--- config.mk ---
export PLATFORM = sky130hd
export DESIGN_NAME = dual_lane_fnv1a_key_hash
export DESIGN_NICKNAME = d
export VERILOG_FILES = /design/src/rtl/dlfkh_pkg.sv /design/src/rtl/dual_lane_fnv1a_key_hash.sv
export SDC_FILE = /design/constraint.sdc
export NUM_CORES = 2
export LEC_CHECK = 0
export BUFFER_PORTS_ARGS = -buffer_cell sky130_fd_sc_hd__buf_2
export CAP_MARGIN = 30
export CORE_MARGIN = 5
export CORE_UTILIZATION = 53
export DETAILED_ROUTE_END_ITERATION = 10
export PLACE_DENSITY_LB_ADDON = 0.05
export SLEW_MARGIN = 40
export SYNTH_ARGS = -nofsm -noshare
export SYNTH_HDL_FRONTEND = slang
export SYNTH_SLANG_ARGS = --single-unit
--- constraint.sdc ---
create_clock -name clk -period 7.85 [get_ports clk]
set_input_delay 1.57 -clock clk [delete_from_list [all_inputs] [get_ports clk]]
set_output_delay 1.57 -clock clk [all_outputs]
set_load 0.005 [all_outputs]
--- src/rtl/dlfkh_pkg.sv ---
`timescale 1ns / 1ps
// Shared constants and the FNV-1a absorb step for the dual lane key hash.
// No dependencies.
package dlfkh_pkg;

    localparam int          LANE_W       = 64;
    localparam int          BYTE_W       = 8;
    localparam int          ABI_W        = 32;
    localparam int          STEP_W       = 3;

    // FNV 64-bit prime = 2^40 + 0x1B3
    localparam int          PRIME_SHIFT  = 40;
    localparam logic [8:0]  PRIME_LOW    = 9'h1B3;

    localparam logic [LANE_W-1:0] LOW_OFFSET  = 64'd14695981039346656037;
    localparam logic [LANE_W-1:0] HIGH_OFFSET = 64'd7809847782465536322;

    localparam logic [BYTE_W-1:0] PREFIX_MASK = 8'hA5;
    localparam logic [BYTE_W-1:0] SUFFIX_MASK = 8'h5A;

    localparam logic [STEP_W-1:0] PREFIX_LAST = 3'd3;
    localparam logic [STEP_W-1:0] SUFFIX_LAST = 3'd7;

    function automatic logic [LANE_W-1:0] fnv_absorb(
        input logic [LANE_W-1:0] lane,
        input logic [BYTE_W-1:0] b
    );
        logic [LANE_W-1:0] x;
        x = lane ^ {{(LANE_W-BYTE_W){1'b0}}, b};
        return (x << PRIME_SHIFT) + x * {{(LANE_W-9){1'b0}}, PRIME_LOW};
    endfunction

endpackage

--- src/rtl/dual_lane_fnv1a_key_hash.sv ---
`timescale 1ns / 1ps
// Dual lane FNV-1a 128-bit key hash over a byte stream.
// Depends on dlfkh_pkg (constants, absorb step).
//
// Channel  Dir  Signals                     Content
// s        in   s_tvalid/s_tready/s_tdata   data_byte; s_tuser = has_byte; s_tlast = end_of_message
// m        out  m_tvalid/m_tready/m_tdata   key_low [63:0], key_high [127:64]
// cfg      in   cfg_we/cfg_wdata            abi_version
//
// One absorb unit updates both lanes in each prefix, byte and suffix step under a small sequencer.
// Byte item: accept, then absorb. The first item of a message first absorbs the abi_version bytes as a prefix.
// The end item of a message with bytes absorbs the byte count as a length suffix, then loads the output register.
// s_tready is low while an item is in work or the result waits for the output register.
// Reset: lanes at their offsets, count zero, no message open, abi_version zero.
module dual_lane_fnv1a_key_hash (
    input  logic         clk,
    input  logic         rst_n,
    input  logic         s_tvalid,
    output logic         s_tready,
    input  logic [7:0]   s_tdata,   // [7:0] data_byte
    input  logic         s_tuser,   // [0] has_byte
    input  logic         s_tlast,
    output logic         m_tvalid,
    input  logic         m_tready,
    output logic [127:0] m_tdata,   // [63:0] key_low, [127:64] key_high
    input  logic         cfg_we,
    input  logic [31:0]  cfg_wdata
);

    typedef enum logic [2:0] {
        ST_IDLE,
        ST_PREFIX,
        ST_BYTE,
        ST_SUFFIX,
        ST_EMIT
    } state_t;

    state_t                              state_reg, state_next;
    logic [dlfkh_pkg::STEP_W-1:0]        step_reg, step_next;
    logic [dlfkh_pkg::LANE_W-1:0]        low_reg, low_next;
    logic [dlfkh_pkg::LANE_W-1:0]        high_reg, high_next;
    logic [dlfkh_pkg::LANE_W-1:0]        count_reg, count_next;
    logic                                in_msg_reg, in_msg_next;
    logic [dlfkh_pkg::BYTE_W-1:0]        data_reg, data_next;
    logic                                has_reg, has_next;
    logic                                last_reg, last_next;
    logic [dlfkh_pkg::ABI_W-1:0]         abi_reg, abi_next;
    logic                                m_tvalid_reg, m_tvalid_next;
    logic [dlfkh_pkg::LANE_W-1:0]        key_low_reg, key_low_next;
    logic [dlfkh_pkg::LANE_W-1:0]        key_high_reg, key_high_next;

    logic [dlfkh_pkg::BYTE_W-1:0]        unit_low_b;
    logic [dlfkh_pkg::BYTE_W-1:0]        unit_high_b;
    logic [dlfkh_pkg::LANE_W-1:0]        unit_low;
    logic [dlfkh_pkg::LANE_W-1:0]        unit_high;
    logic [dlfkh_pkg::BYTE_W-1:0]        prefix_b;
    logic [dlfkh_pkg::BYTE_W-1:0]        suffix_b;
    logic                                s_accept;

    function automatic state_t route(
        input logic has,
        input logic last,
        input logic cnt_zero
    );
        state_t r;
        if (has)
            r = ST_BYTE;
        else if (last && cnt_zero)
            r = ST_EMIT;
        else if (last)
            r = ST_SUFFIX;
        else
            r = ST_IDLE;
        return r;
    endfunction

    assign s_tready = (state_reg == ST_IDLE);
    assign s_accept = s_tvalid && s_tready;
    assign m_tvalid = m_tvalid_reg;
    assign m_tdata  = {key_high_reg, key_low_reg};

    assign prefix_b = abi_reg[step_reg[1:0]*dlfkh_pkg::BYTE_W +: dlfkh_pkg::BYTE_W];
    assign suffix_b = count_reg[step_reg*dlfkh_pkg::BYTE_W +: dlfkh_pkg::BYTE_W];

    // shared absorb unit: byte selection
    always_comb
    begin
        case (state_reg)
            ST_PREFIX:
            begin
                unit_low_b  = prefix_b;
                unit_high_b = prefix_b ^ dlfkh_pkg::PREFIX_MASK;
            end
            ST_SUFFIX:
            begin
                unit_low_b  = suffix_b;
                unit_high_b = suffix_b ^ dlfkh_pkg::SUFFIX_MASK;
            end
            default:
            begin
                unit_low_b  = data_reg;
                unit_high_b = {data_reg[6:0], data_reg[7]};
            end
        endcase
    end

    assign unit_low  = dlfkh_pkg::fnv_absorb(low_reg, unit_low_b);
    assign unit_high = dlfkh_pkg::fnv_absorb(high_reg, unit_high_b);

    always_comb
    begin
        state_next    = state_reg;
        step_next     = step_reg;
        low_next      = low_reg;
        high_next     = high_reg;
        count_next    = count_reg;
        in_msg_next   = in_msg_reg;
        data_next     = data_reg;
        has_next      = has_reg;
        last_next     = last_reg;
        abi_next      = cfg_we ? cfg_wdata : abi_reg;
        m_tvalid_next = m_tvalid_reg && !m_tready;
        key_low_next  = key_low_reg;
        key_high_next = key_high_reg;

        unique case (state_reg)
            ST_IDLE:
            begin
                if (s_accept)
                begin
                    data_next   = s_tdata;
                    has_next    = s_tuser;
                    last_next   = s_tlast;
                    in_msg_next = 1'b1;
                    step_next   = '0;
                    if (!in_msg_reg)
                        state_next = ST_PREFIX;
                    else
                        state_next = route(s_tuser, s_tlast, count_reg == '0);
                end
            end
            ST_PREFIX:
            begin
                low_next  = unit_low;
                high_next = unit_high;
                step_next = step_reg + 1'b1;
                if (step_reg == dlfkh_pkg::PREFIX_LAST)
                begin
                    step_next  = '0;
                    state_next = route(has_reg, last_reg, count_reg == '0);
                end
            end
            ST_BYTE:
            begin
                low_next   = unit_low;
                high_next  = unit_high;
                count_next = count_reg + 1'b1;
                step_next  = '0;
                state_next = route(1'b0, last_reg, count_next == '0);
            end
            ST_SUFFIX:
            begin
                low_next  = unit_low;
                high_next = unit_high;
                step_next = step_reg + 1'b1;
                if (step_reg == dlfkh_pkg::SUFFIX_LAST)
                begin
                    step_next  = '0;
                    state_next = ST_EMIT;
                end
            end
            ST_EMIT:
            begin
                if (!m_tvalid_reg || m_tready)
                begin
                    m_tvalid_next = 1'b1;
                    key_low_next  = (count_reg == '0) ? '0 : low_reg;
                    key_high_next = (count_reg == '0) ? '0 : high_reg;
                    low_next      = dlfkh_pkg::LOW_OFFSET;
                    high_next     = dlfkh_pkg::HIGH_OFFSET;
                    count_next    = '0;
                    in_msg_next   = 1'b0;
                    state_next    = ST_IDLE;
                end
            end
            default:
            begin
                state_next = ST_IDLE;
            end
        endcase
    end

    always_ff @(posedge clk or negedge rst_n)
    begin
        if (!rst_n)
        begin
            state_reg    <= ST_IDLE;
            step_reg     <= '0;
            low_reg      <= dlfkh_pkg::LOW_OFFSET;
            high_reg     <= dlfkh_pkg::HIGH_OFFSET;
            count_reg    <= '0;
            in_msg_reg   <= 1'b0;
            data_reg     <= '0;
            has_reg      <= 1'b0;
            last_reg     <= 1'b0;
            abi_reg      <= '0;
            m_tvalid_reg <= 1'b0;
            key_low_reg  <= '0;
            key_high_reg <= '0;
        end
        else
        begin
            state_reg    <= state_next;
            step_reg     <= step_next;
            low_reg      <= low_next;
            high_reg     <= high_next;
            count_reg    <= count_next;
            in_msg_reg   <= in_msg_next;
            data_reg     <= data_next;
            has_reg      <= has_next;
            last_reg     <= last_next;
            abi_reg      <= abi_next;
            m_tvalid_reg <= m_tvalid_next;
            key_low_reg  <= key_low_next;
            key_high_reg <= key_high_next;
        end
    end

`ifndef SYNTHESIS
    a_valid_from_emit: assert property (@(posedge clk) disable iff (!rst_n)
        $rose(m_tvalid_reg) |-> $past(state_reg == ST_EMIT))
        else $error("result raised outside emit");

    a_suffix_nonempty: assert property (@(posedge clk) disable iff (!rst_n)
        (state_reg == ST_SUFFIX) |-> (count_reg != '0))
        else $error("length suffix on empty message");

    a_byte_counts: assert property (@(posedge clk) disable iff (!rst_n)
        (state_reg == ST_BYTE) |=> (count_reg == $past(count_reg) + 1'b1))
        else $error("byte count not advanced");

    a_idle_offsets: assert property (@(posedge clk) disable iff (!rst_n)
        (state_reg == ST_IDLE && !in_msg_reg) |->
            (low_reg == dlfkh_pkg::LOW_OFFSET && high_reg == dlfkh_pkg::HIGH_OFFSET))
        else $error("lanes not at offsets between messages");
`endif

endmodule
==> flow_summary_export.csv <==
group,metric,value,unit
status,status,"completed",
placement,gp_congestion,0.971,
sta,timing.fmax,136,MHz
route,drt_pre_antenna_iters,6,
placement,postPlaceCellArea,42100,µm²
worst_setup_path,worst_path_largest_cell_delay,550,ps
synthesis,postSynthAreaPerCell,9.18,µm²
sta,finalHoldViolations,0,
synthesis,syn_inst,4391,
clock_network,htree_levels,2,
die,row_count,101,
worst_setup_path,crit_required,8410,ps
hold_path,hold_class,"reg2reg",
placement,dpl_wire_length,95700,µm
global_route,global_route.overflow_total,0,
placement,place.port_buffers,176,
route,drtIter0Drc,2093,
worst_setup_path,startpoint_type,"register",
worst_setup_path,worst-path-max-fanout,19,
cells_and_area,layout.cell_area.non_filler,44000,µm²
sta,fin_crit,7360,ps
sta,slew_headroom,0.455,
worst_setup_path,critical_path.most_common_cell,"sky130_fd_sc_hd__ha_1",
synthesis,async_reset_ff_frac,1.00,
clock_network,post-cts-setup-buffer-count,0,
synthesis,ys_ff_latch,370,
sta,layout_worst_path_cycle_share,0.937,
cells_and_area,layout-drive-gt1-share,0.109,
route,wl_per_cell,22.0,µm
worst_setup_path,arrival,7910,ps
die,die_h,286,µm
die,number_of_ports_placed_on_the_die_boundary,177,
synthesis,yosysTopAreaCellShare,0.230,
global_route,grt_pass1_vias,32900,
clock_network,clk_pin_slew_worst_paths,60,ps
die,chipWidth,286,µm
worst_setup_path,slowest_library_cell_on_the_worst_path,"sky130_fd_sc_hd__o21ai_0",
clock_network,cts_hold_buffers,0,
die,design.core.area,75700,µm²
cells_and_area,layout-area-overhead-vs-synth,9.23,%
route,route.detailed.vias_per_inst,5.84,
die,overall_die_area,81700,µm²
synthesis,synth.top_cells.by_area,"sky130_fd_sc_hd__fa_1 (23%), sky130_fd_sc_hd__dfrtp_1 (20%), sky130_fd_sc_hd__ha_1 (11%)",
clock_network,root_buffer,"sky130_fd_sc_hd__clkbuf_16",
global_route,grt_start_max_net_pins,139,
sta,tightest_slew,818,ps
die,floorplan.initialDensity,0.532,
cells_and_area,finish.net_count,5337,
route,route.vias.total,32000,
sta,setup_violations,0,
worst_setup_path,worstSetupPathType,"reg2reg",
global_route,global_route_wire_length_before_repair,192000,µm
clock_network,clockBufferDepth,3,
synthesis,synth_ff_type,"sky130_fd_sc_hd__dfrtp_1",
flow_run,max_cap_violations,0,
sta,final_clock_skew,34.3,ps
clock_network,total_number_of_clock_tree_sinks,370,
route,detail_route_antenna_nets,0,
sta,grt_setup_unrepaired,"false",
synthesis,synth-edff-count,0,
worst_setup_path,cp_cell_sequence,"buf_4 -> mux4_2 -> nand2_1 -> nand3_1 -> a21bo_2 -> o21ai_0 -> xor2_1 -> ha_1 -> xor2_1 -> ha_1 -> or2_2 -> fa_1 -> fa_1 -> ha_1 -> ha_1 -> a21oi_1 -> o32ai_1 -> or3_1 -> o21ai_0 -> a21oi_1 -> o21ai_0 -> o31ai_1 -> or3_1 -> nand3_1",
global_route,antenna_found_initial,3,
synthesis,yosysWarningCount,0,
sta,fin_setup_tns,0,ps
worst_setup_path,cp-end-kind,"register",
clock_network,tritoncts,"done",
clock_network,clkLatencyLatePin,620,ps
clock_network,cts_buffers,48,
synthesis,synth_sequential_area_ratio,0.231,
route,routed_wirelength,121000,µm
route,drcViolationCount,0,
sta,report.final.slew_viol_count,0,
synthesis,synth.distinct_cells,88,
synthesis,yosys.area.top_type,"sky130_fd_sc_hd__fa_1",
global_route,grt_use_total,0.297,
synthesis,syn_nets,5264,
synthesis,netlist_area,40300,µm²
==> layer usage <==
layer,global-route usage,routed length (µm),up-vias
met5,0,0,-
met4,0.0904,4070,0
met3,0.0465,7100,203
met2,0.492,57600,996
met1,0.405,51900,15900
li1,-,-,14900
==> timing repair <==
action	CTS	global route
resized for setup	0	2
setup endpoints to repair	0	5
hold endpoints to repair	0	0
==> cell families after synthesis <==
family / synth area share
adder cells (fa/ha/maj): 0.343
XOR/XNOR: 0.0450
buffers and inverters: 0.0812
AO/OA/AOI/OAI: 0.142
flip-flops: 0.231
multiplexers: 0.0276
AND/OR/NAND/NOR: 0.130
==> cell usage in the layout (no fill, tap or decap), types with 10 or more instances in the layout <==
master,Yosys,layout
sky130_fd_sc_hd__xor2_1,99,99
sky130_fd_sc_hd__nand4_1,64,64
sky130_fd_sc_hd__nand3_1,102,101
sky130_fd_sc_hd__or4_1,12,12
sky130_fd_sc_hd__and4_1,15,15
sky130_fd_sc_hd__mux2i_1,13,13
sky130_fd_sc_hd__bufinv_16,0,11
sky130_fd_sc_hd__o21bai_1,24,24
sky130_fd_sc_hd__o21a_1,18,18
sky130_fd_sc_hd__dfstp_2,55,55
sky130_fd_sc_hd__nand2_1,517,515
sky130_fd_sc_hd__ha_1,362,362
sky130_fd_sc_hd__o21ai_0,383,383
sky130_fd_sc_hd__buf_2,17,175
sky130_fd_sc_hd__and2_1,24,24
sky130_fd_sc_hd__inv_1,647,647
sky130_fd_sc_hd__buf_4,1,53
sky130_fd_sc_hd__a211oi_1,21,20
sky130_fd_sc_hd__nor2b_1,13,13
sky130_fd_sc_hd__o41ai_1,20,19
sky130_fd_sc_hd__nor3_1,39,37
sky130_fd_sc_hd__xnor2_1,108,108
sky130_fd_sc_hd__fa_1,464,464
sky130_fd_sc_hd__a21oi_1,217,217
sky130_fd_sc_hd__mux4_2,21,21
sky130_fd_sc_hd__clkbuf_16,0,49
sky130_fd_sc_hd__o211ai_1,16,16
sky130_fd_sc_hd__or3_1,23,22
sky130_fd_sc_hd__a21o_1,82,82
sky130_fd_sc_hd__nor2_1,153,150
sky130_fd_sc_hd__nor4_1,40,38
sky130_fd_sc_hd__o31ai_1,31,31
sky130_fd_sc_hd__and3_1,38,37
sky130_fd_sc_hd__nand2b_1,23,23
sky130_fd_sc_hd__a31oi_1,38,38
sky130_fd_sc_hd__o22ai_1,10,10
sky130_fd_sc_hd__dfrtp_1,315,314
sky130_fd_sc_hd__mux2_2,43,43
==> Yosys cell counts, drive strengths merged (8+ instances only) <==
cell type / n
inv: 648
nand2: 517
fa: 464
o21ai: 385
ha: 362
dfrtp: 315
a21oi: 217
clkbuf: 183
nor2: 153
xnor2: 108
nand3: 104
xor2: 99
a21o: 82
nand4: 68
dfstp: 55
nor4: 45
mux2: 43
nor3: 41
a31oi: 38
and3: 38
o31ai: 31
buf: 30
and2: 25
o21bai: 24
nand2b: 23
or3: 23
mux4: 22
a211oi: 21
o41ai: 20
o21a: 18
o211ai: 16
and4: 15
or4: 15
mux2i: 13
nor2b: 13
o22ai: 10
a21boi: 9
a22o: 8
a31o: 8
==> per-stage QoR <==
stage / setup WS, ps / hold WS [ps] / cells / util
after floorplan: 490 / 473 / 4391 / -
after global placement: 365 / 456 / 5389 / 0.556
after detailed placement: 363 / 465 / 5391 / 0.557
after CTS: 341 / 477 / 5481 / 0.581
after global routing: 86.4 / 493 / 5484 / 0.582
final: 492 / 468 / 5485 / 0.582
==> worst max-delay path: cells and delay by family (launching register included) <==
kind / cells / cell delay [ps]
fa+ha+maj: 6 / 2030
simple gates: 6 / 1310
mux: 1 / 380
buf+inv: 1 / 230
flops: 1 / 370
xor+xnor: 2 / 590
compound gates: 8 / 2360
==> layout make-up <==
cell class	instances	area, µm²
well taps	978	1220
flip-flops and latches	370	9330
diodes	3	7.51
inverters	648	2430
clock buffers	63	1360
repair buffers	236	1420
clock inverters	27	465
multi-input cells	3160	27800
fillers	6858	31700
==> path summary, 6_finish.rpt <==
check                                  from               end  slack, ps  depth (start not counted)
min                        key_high_reg[31]  key_high_reg[31]        470                          2
max reg2reg                     step_reg[0]       low_reg[61]        490                         24
min reg2reg                key_high_reg[31]  key_high_reg[31]        470                          2
max                             step_reg[0]       low_reg[61]        490                         24
max in group asynchronous             rst_n       high_reg[8]       5630                          3
min in group asynchronous             rst_n   key_low_reg[24]        910                          1
Power is not shown: default switching activity piles up to over one toggle a cycle in this logic, so the estimate is an artifact.
